File: config.mk
export PLATFORM = sky130hd
export DESIGN_NAME = glob_wildcard_matcher
export DESIGN_NICKNAME = d
export VERILOG_FILES = /design/src/rtl/gwm_pkg.sv /design/src/rtl/gwm_front.sv /design/src/rtl/gwm_back.sv /design/src/rtl/glob_wildcard_matcher.sv
export SDC_FILE = /design/constraint.sdc
export NUM_CORES = 1
export LEC_CHECK = 0
export ABC_CLOCK_PERIOD_IN_PS = 4000
export BUFFER_PORTS_ARGS = -buffer_cell sky130_fd_sc_hd__buf_2
export CAP_MARGIN = 0
export CORE_MARGIN = 2
export CORE_UTILIZATION = 66
export CTS_BUF_LIST = sky130_fd_sc_hd__clkbuf_8
export DETAILED_ROUTE_END_ITERATION = 6
export PLACE_DENSITY = 0.82
export RECOVER_POWER = 25
export REMOVE_ABC_BUFFERS = 1
export SLEW_MARGIN = 20
export SYNTH_ARGS = -nofsm -noshare
export SYNTH_HDL_FRONTEND = slang
export SYNTH_SLANG_ARGS = --single-unit
File: constraint.sdc
create_clock -name clk -period 4 [get_ports clk]
set_input_delay 0.8 -clock clk [delete_from_list [all_inputs] [get_ports clk]]
set_output_delay 0.8 -clock clk [all_outputs]
set_load 0.02 [all_outputs]
File: src/rtl/gwm_pkg.sv
// ----------------------------------------------------------------------------
// gwm_pkg
// Shared types and constants of the glob wildcard matcher.
// ----------------------------------------------------------------------------
`default_nettype none

package gwm_pkg;

	localparam int unsigned PATTERN_DEPTH_DEF = 64;
	localparam int unsigned NAME_DEPTH_DEF    = 64;

	// wildcard codes
	localparam logic [7:0] WILD_ONE = 8'h3F;
	localparam logic [7:0] WILD_RUN = 8'h2A;

	// classified request kinds
	typedef enum logic [1:0] {
		OP_PAT,
		OP_NAME,
		OP_NAME_LAST
	} op_t;

	typedef struct packed {
		op_t        op;
		logic [7:0] code;
		logic       last;
	} cmd_t;

	typedef enum logic [1:0] {
		ST_IDLE,
		ST_READ,
		ST_EVAL,
		ST_DONE
	} state_t;

endpackage

`default_nettype wire

File: src/rtl/gwm_front.sv
// ----------------------------------------------------------------------------
// gwm_front
// Accepts requests, classifies them and holds them in a two-entry queue.
// ----------------------------------------------------------------------------
`default_nettype none

module gwm_front import gwm_pkg::*; (
	input  wire logic       clk,
	input  wire logic       arst_n,
	input  wire logic       push,
	output logic            full,
	input  wire logic       command,
	input  wire logic [7:0] char_code,
	input  wire logic       last,
	output logic            cmd_valid,
	output cmd_t            cmd,
	input  wire logic       cmd_pop
);

	cmd_t        entry_q [2];
	logic        wr_ptr_q;
	logic        rd_ptr_q;
	logic [1:0]  count_q;
	logic        push_ok;
	logic        pop_ok;
	cmd_t        cls;

	assign full      = (count_q == 2'd2);
	assign cmd_valid = (count_q != 2'd0);
	assign cmd       = entry_q[rd_ptr_q];
	assign push_ok   = push && !full;
	assign pop_ok    = cmd_pop && cmd_valid;

	always_comb begin
		cls.code = char_code;
		cls.last = last;
		if (!command) begin
			cls.op = OP_PAT;
		end else if (last) begin
			cls.op = OP_NAME_LAST;
		end else begin
			cls.op = OP_NAME;
		end
	end

	always_ff @(posedge clk) begin
		if (push_ok) begin
			entry_q[wr_ptr_q] <= cls;
		end
	end

	always_ff @(posedge clk or negedge arst_n) begin
		if (!arst_n) begin
			wr_ptr_q <= 1'b0;
			rd_ptr_q <= 1'b0;
			count_q  <= 2'd0;
		end else begin
			if (push_ok) begin
				wr_ptr_q <= !wr_ptr_q;
			end
			if (pop_ok) begin
				rd_ptr_q <= !rd_ptr_q;
			end
			if (push_ok && !pop_ok) begin
				count_q <= count_q + 2'd1;
			end else if (pop_ok && !push_ok) begin
				count_q <= count_q - 2'd1;
			end
		end
	end

endmodule

`default_nettype wire

File: src/rtl/gwm_back.sv
// ----------------------------------------------------------------------------
// gwm_back
// Keeps pattern and name buffers and runs the backtracking glob match.
// ----------------------------------------------------------------------------
`default_nettype none

module gwm_back import gwm_pkg::*; #(
	parameter int unsigned PATTERN_DEPTH = PATTERN_DEPTH_DEF,
	parameter int unsigned NAME_DEPTH    = NAME_DEPTH_DEF
) (
	input  wire logic clk,
	input  wire logic arst_n,
	input  wire logic cmd_valid,
	input  cmd_t      cmd,
	output logic      cmd_pop,
	output logic      res_valid,
	input  wire logic res_pop,
	output logic      matched,
	output logic      overflow
);

	localparam int unsigned PAW = $clog2(PATTERN_DEPTH);
	localparam int unsigned PLW = $clog2(PATTERN_DEPTH + 1);
	localparam int unsigned NAW = $clog2(NAME_DEPTH);
	localparam int unsigned NLW = $clog2(NAME_DEPTH + 1);
	localparam logic [PLW-1:0] PDEPTH_L = PLW'(PATTERN_DEPTH);
	localparam logic [NLW-1:0] NDEPTH_L = NLW'(NAME_DEPTH);

	logic [7:0] pat_mem  [PATTERN_DEPTH];
	logic [7:0] name_mem [NAME_DEPTH];
	logic [7:0] pat_rd_q;
	logic [7:0] name_rd_q;

	state_t         state_q, state_d;
	logic [PLW-1:0] plen_q;
	logic           pclosed_q;
	logic           ptl_q;
	logic [NLW-1:0] nlen_q;
	logic           ntl_q;
	logic [PLW-1:0] p_q, sp_q;
	logic [NLW-1:0] n_q, sn_q;
	logic           star_q;
	logic           hit_q;
	logic           ovf_q;
	logic           res_valid_q;
	logic           matched_q;
	logic           overflow_q;

	logic [PLW-1:0] plen_eff;
	logic           ptl_eff;
	logic           pat_room;
	logic           name_room;
	logic           slot_free;
	logic           pat_we;
	logic           name_we;
	logic           res_load;
	logic           p_lt, n_lt, is_run, is_hit, ev_done;

	// a pattern request after a closed pattern starts a fresh one
	assign plen_eff  = pclosed_q ? '0 : plen_q;
	assign ptl_eff   = pclosed_q ? 1'b0 : ptl_q;
	assign pat_room  = (plen_eff < PDEPTH_L);
	assign name_room = (nlen_q < NDEPTH_L);
	assign slot_free = !res_valid_q || res_pop;

	assign p_lt    = (p_q < plen_q);
	assign n_lt    = (n_q < nlen_q);
	assign is_run  = p_lt && (pat_rd_q == WILD_RUN);
	assign is_hit  = p_lt && ((pat_rd_q == WILD_ONE) || (pat_rd_q == name_rd_q));
	assign ev_done = n_lt ? (!is_run && !is_hit && !star_q) : !is_run;

	// next state
	always_comb begin
		state_d = state_q;
		unique case (state_q)
			ST_IDLE: begin
				if (cmd_valid && cmd.op == OP_NAME_LAST) begin
					state_d = (ptl_q || ntl_q || !name_room) ? ST_DONE : ST_READ;
				end
			end
			ST_READ: state_d = ST_EVAL;
			ST_EVAL: state_d = ev_done ? ST_DONE : ST_READ;
			ST_DONE: begin
				if (slot_free) begin
					state_d = ST_IDLE;
				end
			end
			default: state_d = ST_IDLE;
		endcase
	end

	// outputs of the sequencer
	always_comb begin
		cmd_pop  = 1'b0;
		res_load = 1'b0;
		unique case (state_q)
			ST_IDLE: cmd_pop  = cmd_valid;
			ST_DONE: res_load = slot_free;
			default: ;
		endcase
		pat_we  = cmd_pop && (cmd.op == OP_PAT) && pat_room;
		name_we = cmd_pop && (cmd.op != OP_PAT) && name_room;
	end

	always_ff @(posedge clk) begin
		if (pat_we) begin
			pat_mem[plen_eff[PAW-1:0]] <= cmd.code;
		end
		if (name_we) begin
			name_mem[nlen_q[NAW-1:0]] <= cmd.code;
		end
		pat_rd_q  <= pat_mem[p_q[PAW-1:0]];
		name_rd_q <= name_mem[n_q[NAW-1:0]];
	end

	always_ff @(posedge clk or negedge arst_n) begin
		if (!arst_n) begin
			state_q   <= ST_IDLE;
			plen_q    <= '0;
			pclosed_q <= 1'b1;
			ptl_q     <= 1'b0;
			nlen_q    <= '0;
			ntl_q     <= 1'b0;
			p_q       <= '0;
			n_q       <= '0;
			sp_q      <= '0;
			sn_q      <= '0;
			star_q    <= 1'b0;
			hit_q     <= 1'b0;
			ovf_q     <= 1'b0;
		end else begin
			state_q <= state_d;
			unique case (state_q)
				ST_IDLE: begin
					if (cmd_pop) begin
						unique case (cmd.op)
							OP_PAT: begin
								plen_q    <= plen_eff + PLW'(pat_room);
								ptl_q     <= ptl_eff || !pat_room;
								pclosed_q <= cmd.last;
							end
							OP_NAME, OP_NAME_LAST: begin
								nlen_q <= nlen_q + NLW'(name_room);
								ntl_q  <= ntl_q || !name_room;
								if (cmd.op == OP_NAME_LAST) begin
									p_q    <= '0;
									n_q    <= '0;
									star_q <= 1'b0;
									hit_q  <= 1'b0;
									ovf_q  <= ptl_q || ntl_q || !name_room;
								end
							end
							default: ;
						endcase
					end
				end
				ST_EVAL: begin
					if (n_lt) begin
						if (is_run) begin
							star_q <= 1'b1;
							sp_q   <= p_q;
							sn_q   <= n_q;
							p_q    <= p_q + 1'b1;
						end else if (is_hit) begin
							p_q <= p_q + 1'b1;
							n_q <= n_q + 1'b1;
						end else if (star_q) begin
							// backtrack: the latest star takes one more char
							sn_q <= sn_q + 1'b1;
							n_q  <= sn_q + 1'b1;
							p_q  <= sp_q + 1'b1;
						end else begin
							hit_q <= 1'b0;
						end
					end else if (is_run) begin
						p_q <= p_q + 1'b1;
					end else begin
						hit_q <= (p_q == plen_q);
					end
				end
				ST_DONE: begin
					if (slot_free) begin
						nlen_q <= '0;
						ntl_q  <= 1'b0;
					end
				end
				default: ;
			endcase
		end
	end

	// result register
	always_ff @(posedge clk or negedge arst_n) begin
		if (!arst_n) begin
			res_valid_q <= 1'b0;
		end else if (res_load) begin
			res_valid_q <= 1'b1;
		end else if (res_pop) begin
			res_valid_q <= 1'b0;
		end
	end

	always_ff @(posedge clk) begin
		if (res_load) begin
			matched_q  <= hit_q && !ovf_q;
			overflow_q <= ovf_q;
		end
	end

	assign res_valid = res_valid_q;
	assign matched   = matched_q;
	assign overflow  = overflow_q;

endmodule

`default_nettype wire

File: src/rtl/glob_wildcard_matcher.sv
// ----------------------------------------------------------------------------
// glob_wildcard_matcher
// Glob matcher: loads a pattern, then matches each buffered name against it.
// ----------------------------------------------------------------------------
//  channel   direction  handshake     payload
//  request   in         push / full   command, char_code, last
//  result    out        pop / empty   matched, overflow
//
//  pattern chars and non-last name chars are stored by the back end straight from the queue.
//  a last name char starts the match walk; each of its S steps reads the buffers
//  (READ) and then evaluates (EVAL); S is up to about P*N with backtracking.
//  a two-entry request queue keeps taking requests while the back end works.
//  after reset both buffers are empty and the pattern is closed.
// ----------------------------------------------------------------------------
`default_nettype none

module glob_wildcard_matcher import gwm_pkg::*; #(
	parameter int unsigned PATTERN_DEPTH = PATTERN_DEPTH_DEF,
	parameter int unsigned NAME_DEPTH    = NAME_DEPTH_DEF
) (
	input  wire logic       clk,
	input  wire logic       arst_n,
	input  wire logic       push,
	output logic            full,
	input  wire logic       command,
	input  wire logic [7:0] char_code,
	input  wire logic       last,
	output logic            empty,
	input  wire logic       pop,
	output logic            matched,
	output logic            overflow
);

	logic cmd_valid;
	cmd_t cmd;
	logic cmd_pop;
	logic res_valid;

	gwm_front u_front (
		.clk       (clk),
		.arst_n    (arst_n),
		.push      (push),
		.full      (full),
		.command   (command),
		.char_code (char_code),
		.last      (last),
		.cmd_valid (cmd_valid),
		.cmd       (cmd),
		.cmd_pop   (cmd_pop)
	);

	gwm_back #(
		.PATTERN_DEPTH (PATTERN_DEPTH),
		.NAME_DEPTH    (NAME_DEPTH)
	) u_back (
		.clk       (clk),
		.arst_n    (arst_n),
		.cmd_valid (cmd_valid),
		.cmd       (cmd),
		.cmd_pop   (cmd_pop),
		.res_valid (res_valid),
		.res_pop   (pop),
		.matched   (matched),
		.overflow  (overflow)
	);

	assign empty = !res_valid;

endmodule

`default_nettype wire

==> results of run 1 <==
[registers in the layout (all words and copies together) (netlist names), 7 cells and up]
name,cells
u_back.pat_rd_q,8
u_back.n_q,7
u_back.sp_q,7
u_back.name_mem,512
u_back.nlen_q,7
u_back.sn_q,7
u_back.name_rd_q,8
u_back.p_q,7
u_front.entry_q,22
u_back.pat_mem,512
u_back.plen_q,7
[area by class of cell]
class / instances / area, sq um / area share [%]
repair buffers: 64 / 508.0 / 1.050
well taps: 864 / 1081 / 2.234
inverters: 30 / 112.6 / 0.2327
flip-flops and latches: 1119 / 33180 / 68.57
clock inverters: 128 / 639.4 / 1.321
diodes: 1 / 2.502 / 0.005171
multi-input cells: 865 / 10420 / 21.52
clock buffers: 178 / 2450 / 5.063
[worst paths after layout]
kind                                    endpoint  slack [ps]  depth (start not counted)
setup reg to reg           u_back.pat_mem[43][3]         470                          6
hold reg to reg                  u_back.overflow         500                          0
min in group asynchronous       u_back.nlen_q[5]         700                          1
max in group asynchronous         u_back.sn_q[2]        1490                          2
hold / removal             u_front.entry_q[0][1]         190                          1
setup / recovery           u_back.pat_mem[43][3]         470                          6
[cell usage in the layout (no fill, tap or decap), types with 5 or more instances in the layout]
master,instances
xnor2_1,25
nor2_1,197
nand3_1,38
clkbuf_8,178
mux4_2,330
nor3_1,11
buf_12,7
nand2b_1,5
nor2b_1,7
inv_1,79
nand4_1,7
o21ai_0,38
dfxtp_1,16
clkinv_1,50
a21oi_1,20
a31oi_1,8
o21ai_1,7
nand2_1,56
mux2i_1,10
o22ai_1,9
mux2_2,11
clkinv_2,14
dfrtp_1,50
and3_1,9
o31ai_1,7
buf_4,37
clkinvlp_4,7
buf_2,12
ha_1,24
edfxtp_1,1048
clkbuf_1,8
[logic make-up after synthesis]
kind of cell | after synthesis
flip-flops | 1119
multiplexers | 353
AND/OR/NAND/NOR | 342
buffers and inverters | 130
AO/OA/AOI/OAI | 118
XOR/XNOR | 28
adder cells (fa/ha/maj) | 24
[layer usage]
layer / up-vias / wire [um]
li1: 9007 / -
met1: 11250 / 34320
met2: 1337 / 49250
met3: 234 / 8496
met4: 2 / 3771
met5: - / 12
[report_power, final]
group          total [W]  switching, W  internal [W]
Clock            0.00862       0.00425       0.00436
Combinational    0.00457       0.00313       0.00144
Sequential        0.0148      0.000277        0.0145
Total             0.0279       0.00766        0.0203
[stage by stage]
step,instance area (sq um),power [W],worst slack (ps),hold slack [ps]
final,48390,0.02795,471.1,187.8
after floorplan,43680,0.01828,-3954,443.4
after detailed placement,45340,0.01955,757.9,480.7
after global placement,45340,0.01928,870.9,479.9
after global routing,48390,0.02885,352.0,154.5
after CTS,48430,0.02805,747.0,136.4
==> results.ini, run 1 <==
[power_and_ir_drop]
p_per_area_mw_per_mm2 = 577.5
p_leak_nw = 15.24
ir_worst_vdd_v = 0.0004373

[sta]
tightest_slew_ps = 2387
fin_skew_ps = 23.29
period_share_pct = 88.22
final-hold-violation-count = 0
period_needed_ps = 3529
fin_tns_setup_ps = 0
slew_violations = 589
rsz0062_at_grt = no
finalSetupViolCount = 0
fmax_mhz = 283.4
slew_headroom_pct = -59.11

[setup_path]
path_cells = nor3_1, clkbuf_1, and2_0, and3_1, nand2_1, nor2_1
reg2reg_from = u_back.state_q[1]
crit_type = reg -> reg
end_kind = flop
critical_path_buf_inv_count = 1
max_stage_delay_ps = 850
crit_path_max_fanout = 11
cp.arrival_ps = 3950
required_ps = 4430
crit_family = simple AND/OR/NAND/NOR gates
cp_slowest_cell = nor2_1
critPathLaunch = u_back.state_q[1]
start_kind = flop

[logic_synthesis]
synth_cell_types = 52
synth-simple-area-share_pct = 3.287
ys_seq_area_share_pct = 75.11
yosys-top-cells-area = edfxtp_1, mux4_2, dfrtp_1, nor2_1, dfxtp_1
synth.top_cell.area_share_pct = 71.27
synth_top_family_by_area = multiplexers
async_flop_share_pct = 4.915
synthCells = 2114
yosysMostFrequentCell = edfxtp_1
synthAdderAreaFrac_pct = 0.6800
synthMuxAreaShare_pct = 17.39
syn_avg_cell_area_sq_um = 20.89
synth_area_sq_mm = 0.04416
synth-seq-cells = 1119
synth_commonest_cells = edfxtp_1, mux4_2, nor2_1
ys.warnings.count = 0
post-synth-top-area-cell = edfxtp_1
synth_compound_area_share_pct = 1.649
synth-edff-count = 1048
ys.flop_type = edfxtp_1
synth_xor_xnor_area_share_pct = 0.5554

[placement]
io_buffer_count = 17
routabilityCongestion = 0.8529
dp_cells = 2942
hpwlAfterDp_um = 59160

[clocking]
clkTransAtPathRegs_ps = 60
post_cts_buffers = 0
cts_hold_buf = 0
clkSinkCount = 1119
htree_num_levels = 4
cts_buffers = 168
clockBufferDepth = 3
cts_tree = done
cts_resized = 0
cts_root_buf = clkbuf_8
clk_latency_ps = 810

[finish]
fillers = 3488
nNetsFinal = 2286
area_growth_syn_to_layout_pct = 9.589
fin_cells = 3249
final_util_pct = 73.34
final_layout_size_suffix_gt1_share_pct = 25.76

[drt]
wirelength_um = 95850
vias_per_cell = 6.719
ant_nets = 0
drtIter0Drc = 2757
vias = 21830
wire_per_inst_um = 29.50
drc = 0
dr.pass1.iters = 5

[floorplan]
dieArea_sq_mm = 0.06899
die_y_um = 262.7
rows = 94
die_w_um = 262.7
ioPinCount = 18
core_area_sq_mm = 0.06598
start_util_pct = 66.92

[worst_hold_path]
hp-class = in -> reg
worstHoldStart = char_code[0]

[global_route]
grt_pass1_vias = 22130
grt_usage_pct = 28.50
top_usage_layer = met2
grt_max_degree = 134
antenna_found_initial = 2
grt-ovfl-total = 0
met2_usage_pct = 47.14
grt_pass1_wl_um = 142700
use_met1_pct = 37.96
use_met3_pct = 5.650

[run_status]
violations = max-capacitance violations, max-slew violations
outcome = finished with violations

[job]
drv_cap = 7

Note: power is estimated with default switching activity, not from simulation.
==> run 2, diff against run 1 <==
--- a/config.mk
+++ b/config.mk
@@ -6,7 +6,7 @@
 export NUM_CORES = 1
 export LEC_CHECK = 0
 export ABC_CLOCK_PERIOD_IN_PS = 4000
-export BUFFER_PORTS_ARGS = -buffer_cell sky130_fd_sc_hd__buf_2
+export BUFFER_PORTS_ARGS = -buffer_cell sky130_fd_sc_hd__clkbuf_2
 export CAP_MARGIN = 0
 export CORE_MARGIN = 2
 export CORE_UTILIZATION = 66
==> results.ini, run 2 (synthesized netlist as in run 1, its figures left out) <==
[sta]
final-hold-violation-count = 0  ; unchanged
slew_violations = 358  ; was 589
tightest_slew_ps = 2151  ; was 2387 ps
rsz0062_at_grt = no  ; unchanged
slew_headroom_pct = -43.37  ; was -59.11%
period_needed_ps = 3652  ; was 3529 ps
fin_ws_ps = 347.9  ; was 471.1 ps
fmax_mhz = 273.8  ; was 283.4 MHz
period_share_pct = 91.30  ; was 88.22%
fin_skew_ps = 27.80  ; was 23.29 ps
finalSetupViolCount = 0  ; unchanged

[placement]
routabilityCongestion = 0.8557  ; was 0.8529
dp_slack_ps = 561.3  ; was 757.9 ps
io_buffer_count = 17  ; unchanged
dp_cells = 2952  ; was 2942
hpwlAfterDp_um = 58400  ; was 59160 um
placed_area_sq_mm = 0.04544  ; was 0.04534 sq mm

[clocking]
htree_num_levels = 4  ; unchanged
clockBufferDepth = 3  ; unchanged
cts_buffers = 163  ; was 168
clkSinkCount = 1119  ; unchanged
cts_tree = done  ; unchanged
clk_latency_ps = 820  ; was 810 ps
cts_root_buf = clkbuf_8  ; unchanged
clkTransAtPathRegs_ps = 60  ; about the same

[finish]
final_area_sq_mm = 0.04847  ; was 0.04839 sq mm
layout.cells.most_common = edfxtp_1  ; unchanged
nNetsFinal = 2292  ; was 2286
final_layout_size_suffix_gt1_share_pct = 25.66  ; was 25.76%
area_growth_syn_to_layout_pct = 9.770  ; was 9.589%
fin_cells = 3250  ; was 3249
layout_common_cells = edfxtp_1, mux4_2, nor2_1, clkbuf_8, inv_1  ; unchanged
fillers = 3480  ; was 3488

[floorplan]
start_util_pct = 66.92  ; unchanged
core_area_sq_mm = 0.06598  ; unchanged
dieArea_sq_mm = 0.06899  ; unchanged
die_y_um = 262.7  ; unchanged
ioPinCount = 18  ; unchanged
rows = 94  ; unchanged
die_w_um = 262.7  ; unchanged

[drt]
wirelength_um = 95700  ; was 95850 um
wire_per_inst_um = 29.45  ; was 29.50 um
ant_nets = 0  ; unchanged
vias = 21820  ; was 21830
drtIter0Drc = 2946  ; was 2757
dr.pass1.iters = 7  ; was 5
vias_per_cell = 6.713  ; was 6.719
drc = 0  ; unchanged

[global_route]
grt_usage_pct = 28.63  ; was 28.50%
grt_max_degree = 134  ; unchanged
grt_pass1_wl_um = 143600  ; was 142700 um
grt-ovfl-total = 0  ; unchanged
antenna_found_initial = 2  ; unchanged
grt_pass1_vias = 22220  ; was 22130

[setup_path]
critical_path_buf_inv_count = 0  ; was 1
path_cells = mux2i_1, ha_1, and2_0, and3_1, nand3_1, nor2_1  ; was nor3_1, clkbuf_1, and2_0, and3_1, nand2_1, nor2_1
required_ps = 4440  ; was 4430 ps
crit_type = reg -> reg  ; unchanged
start_kind = flop  ; unchanged
crit_family = simple AND/OR/NAND/NOR gates  ; unchanged
crit_path_max_fanout = 11  ; unchanged
end_kind = flop  ; unchanged
cp_slowest_cell = nor2_1  ; unchanged
cp.arrival_ps = 4090  ; was 3950 ps
max_stage_delay_ps = 800  ; was 850 ps

[power_and_ir_drop]
p_per_area_mw_per_mm2 = 576.7  ; was 577.5 mW/mm^2
ir_worst_vdd_v = 0.0005227  ; was 0.0004373 V
p_leak_nw = 15.32  ; was 15.24 nW

[worst_hold_path]
hp-class = in -> reg  ; unchanged

[run_status]
outcome = finished with violations  ; unchanged
violations = max-capacitance violations, max-slew violations  ; unchanged

[job]
drv_cap = 4  ; was 7

[run 2: changes by cell type in the layout (fill, tap and decap cells not counted), sizes merged]
| cell | delta |
|---|---|
| buf | -4 |
| inv | +4 |
| bufinv | +1 |
| clkinv | -12 |
| clkinvlp | -5 |
| clkbuf | +16 |
| dlygate4sd3 | +1 |
[run 2: path summary, 6_finish.rpt]
| kind | slack [ps] | cells past startpoint | startpoint | end |
|---|---|---|---|---|
| worst min register to register | 510 | 2 | u_back.ntl_q | u_back.ntl_q |
| worst max-delay path | 350 | 6 | u_front.rd_ptr_q | u_back.pat_mem[49][4] |
| min in group asynchronous | 800 | 2 | arst_n | u_back.ptl_q |
| worst max register to register | 350 | 6 | u_front.rd_ptr_q | u_back.pat_mem[49][4] |
| max in group asynchronous | 1320 | 3 | arst_n | u_back.p_q[1] |
| worst min-delay path | 190 | 1 | char_code[7] | u_front.entry_q[0][8] |
[run 2: layer usage]
metal / global-route usage (%) / vias up / routed length, um
li1: - / 9022 / -
met1: 38.85 / 11280 / 34820
met2: 46.53 / 1290 / 48550
met3: 5.350 / 226 / 8598
met4: 12.55 / 0 / 3727
met5: 0 / - / 0
[run 2: final cells by class]
| class | count | area [sq um] | share of cell area (%) |
|---|---|---|---|
| Sequential cell | 1119 | 33180 | 68.46 |
| Multi-Input combinational cell | 865 | 10420 | 21.49 |
| Clock buffer | 180 | 2477 | 5.111 |
| Tap cell | 864 | 1081 | 2.230 |
| Timing Repair Buffer | 75 | 606.8 | 1.252 |
| Clock inverter | 116 | 593.1 | 1.224 |
| Inverter | 30 | 112.6 | 0.2323 |
| Antenna cell | 1 | 2.502 | 0.005163 |
[run 2: through the flow]
stage,TNS (ps),total power (W),util (%),hold WS (ps)
2_1_floorplan,-146980,0.01828,-,443.4
3_3_place_gp,0,0.01935,68.86,480.3
3_5_place_dp,0,0.01957,68.86,485.4
4_1_cts,0,0.02805,73.53,141.7
5_1_grt,0,0.02886,73.46,183.1
6_report,0,0.02795,73.46,194.4
[run 2: report_power, final]
group | total, W | switching (W) | internal [W]
registers | 0.0147 | 0.000277 | 0.0145
logic | 0.00460 | 0.00315 | 0.00145
clock network | 0.00861 | 0.00418 | 0.00444
total | 0.0280 | 0.00760 | 0.0203
[run 2: timing repair]
| action | CTS | global route |
|---|---|---|
| buffers inserted | 0 | 0 |
| hold buffers | 1 | 0 |
| endpoints found under the hold margin | 17 | 0 |
| resized for setup | 0 | 0 |
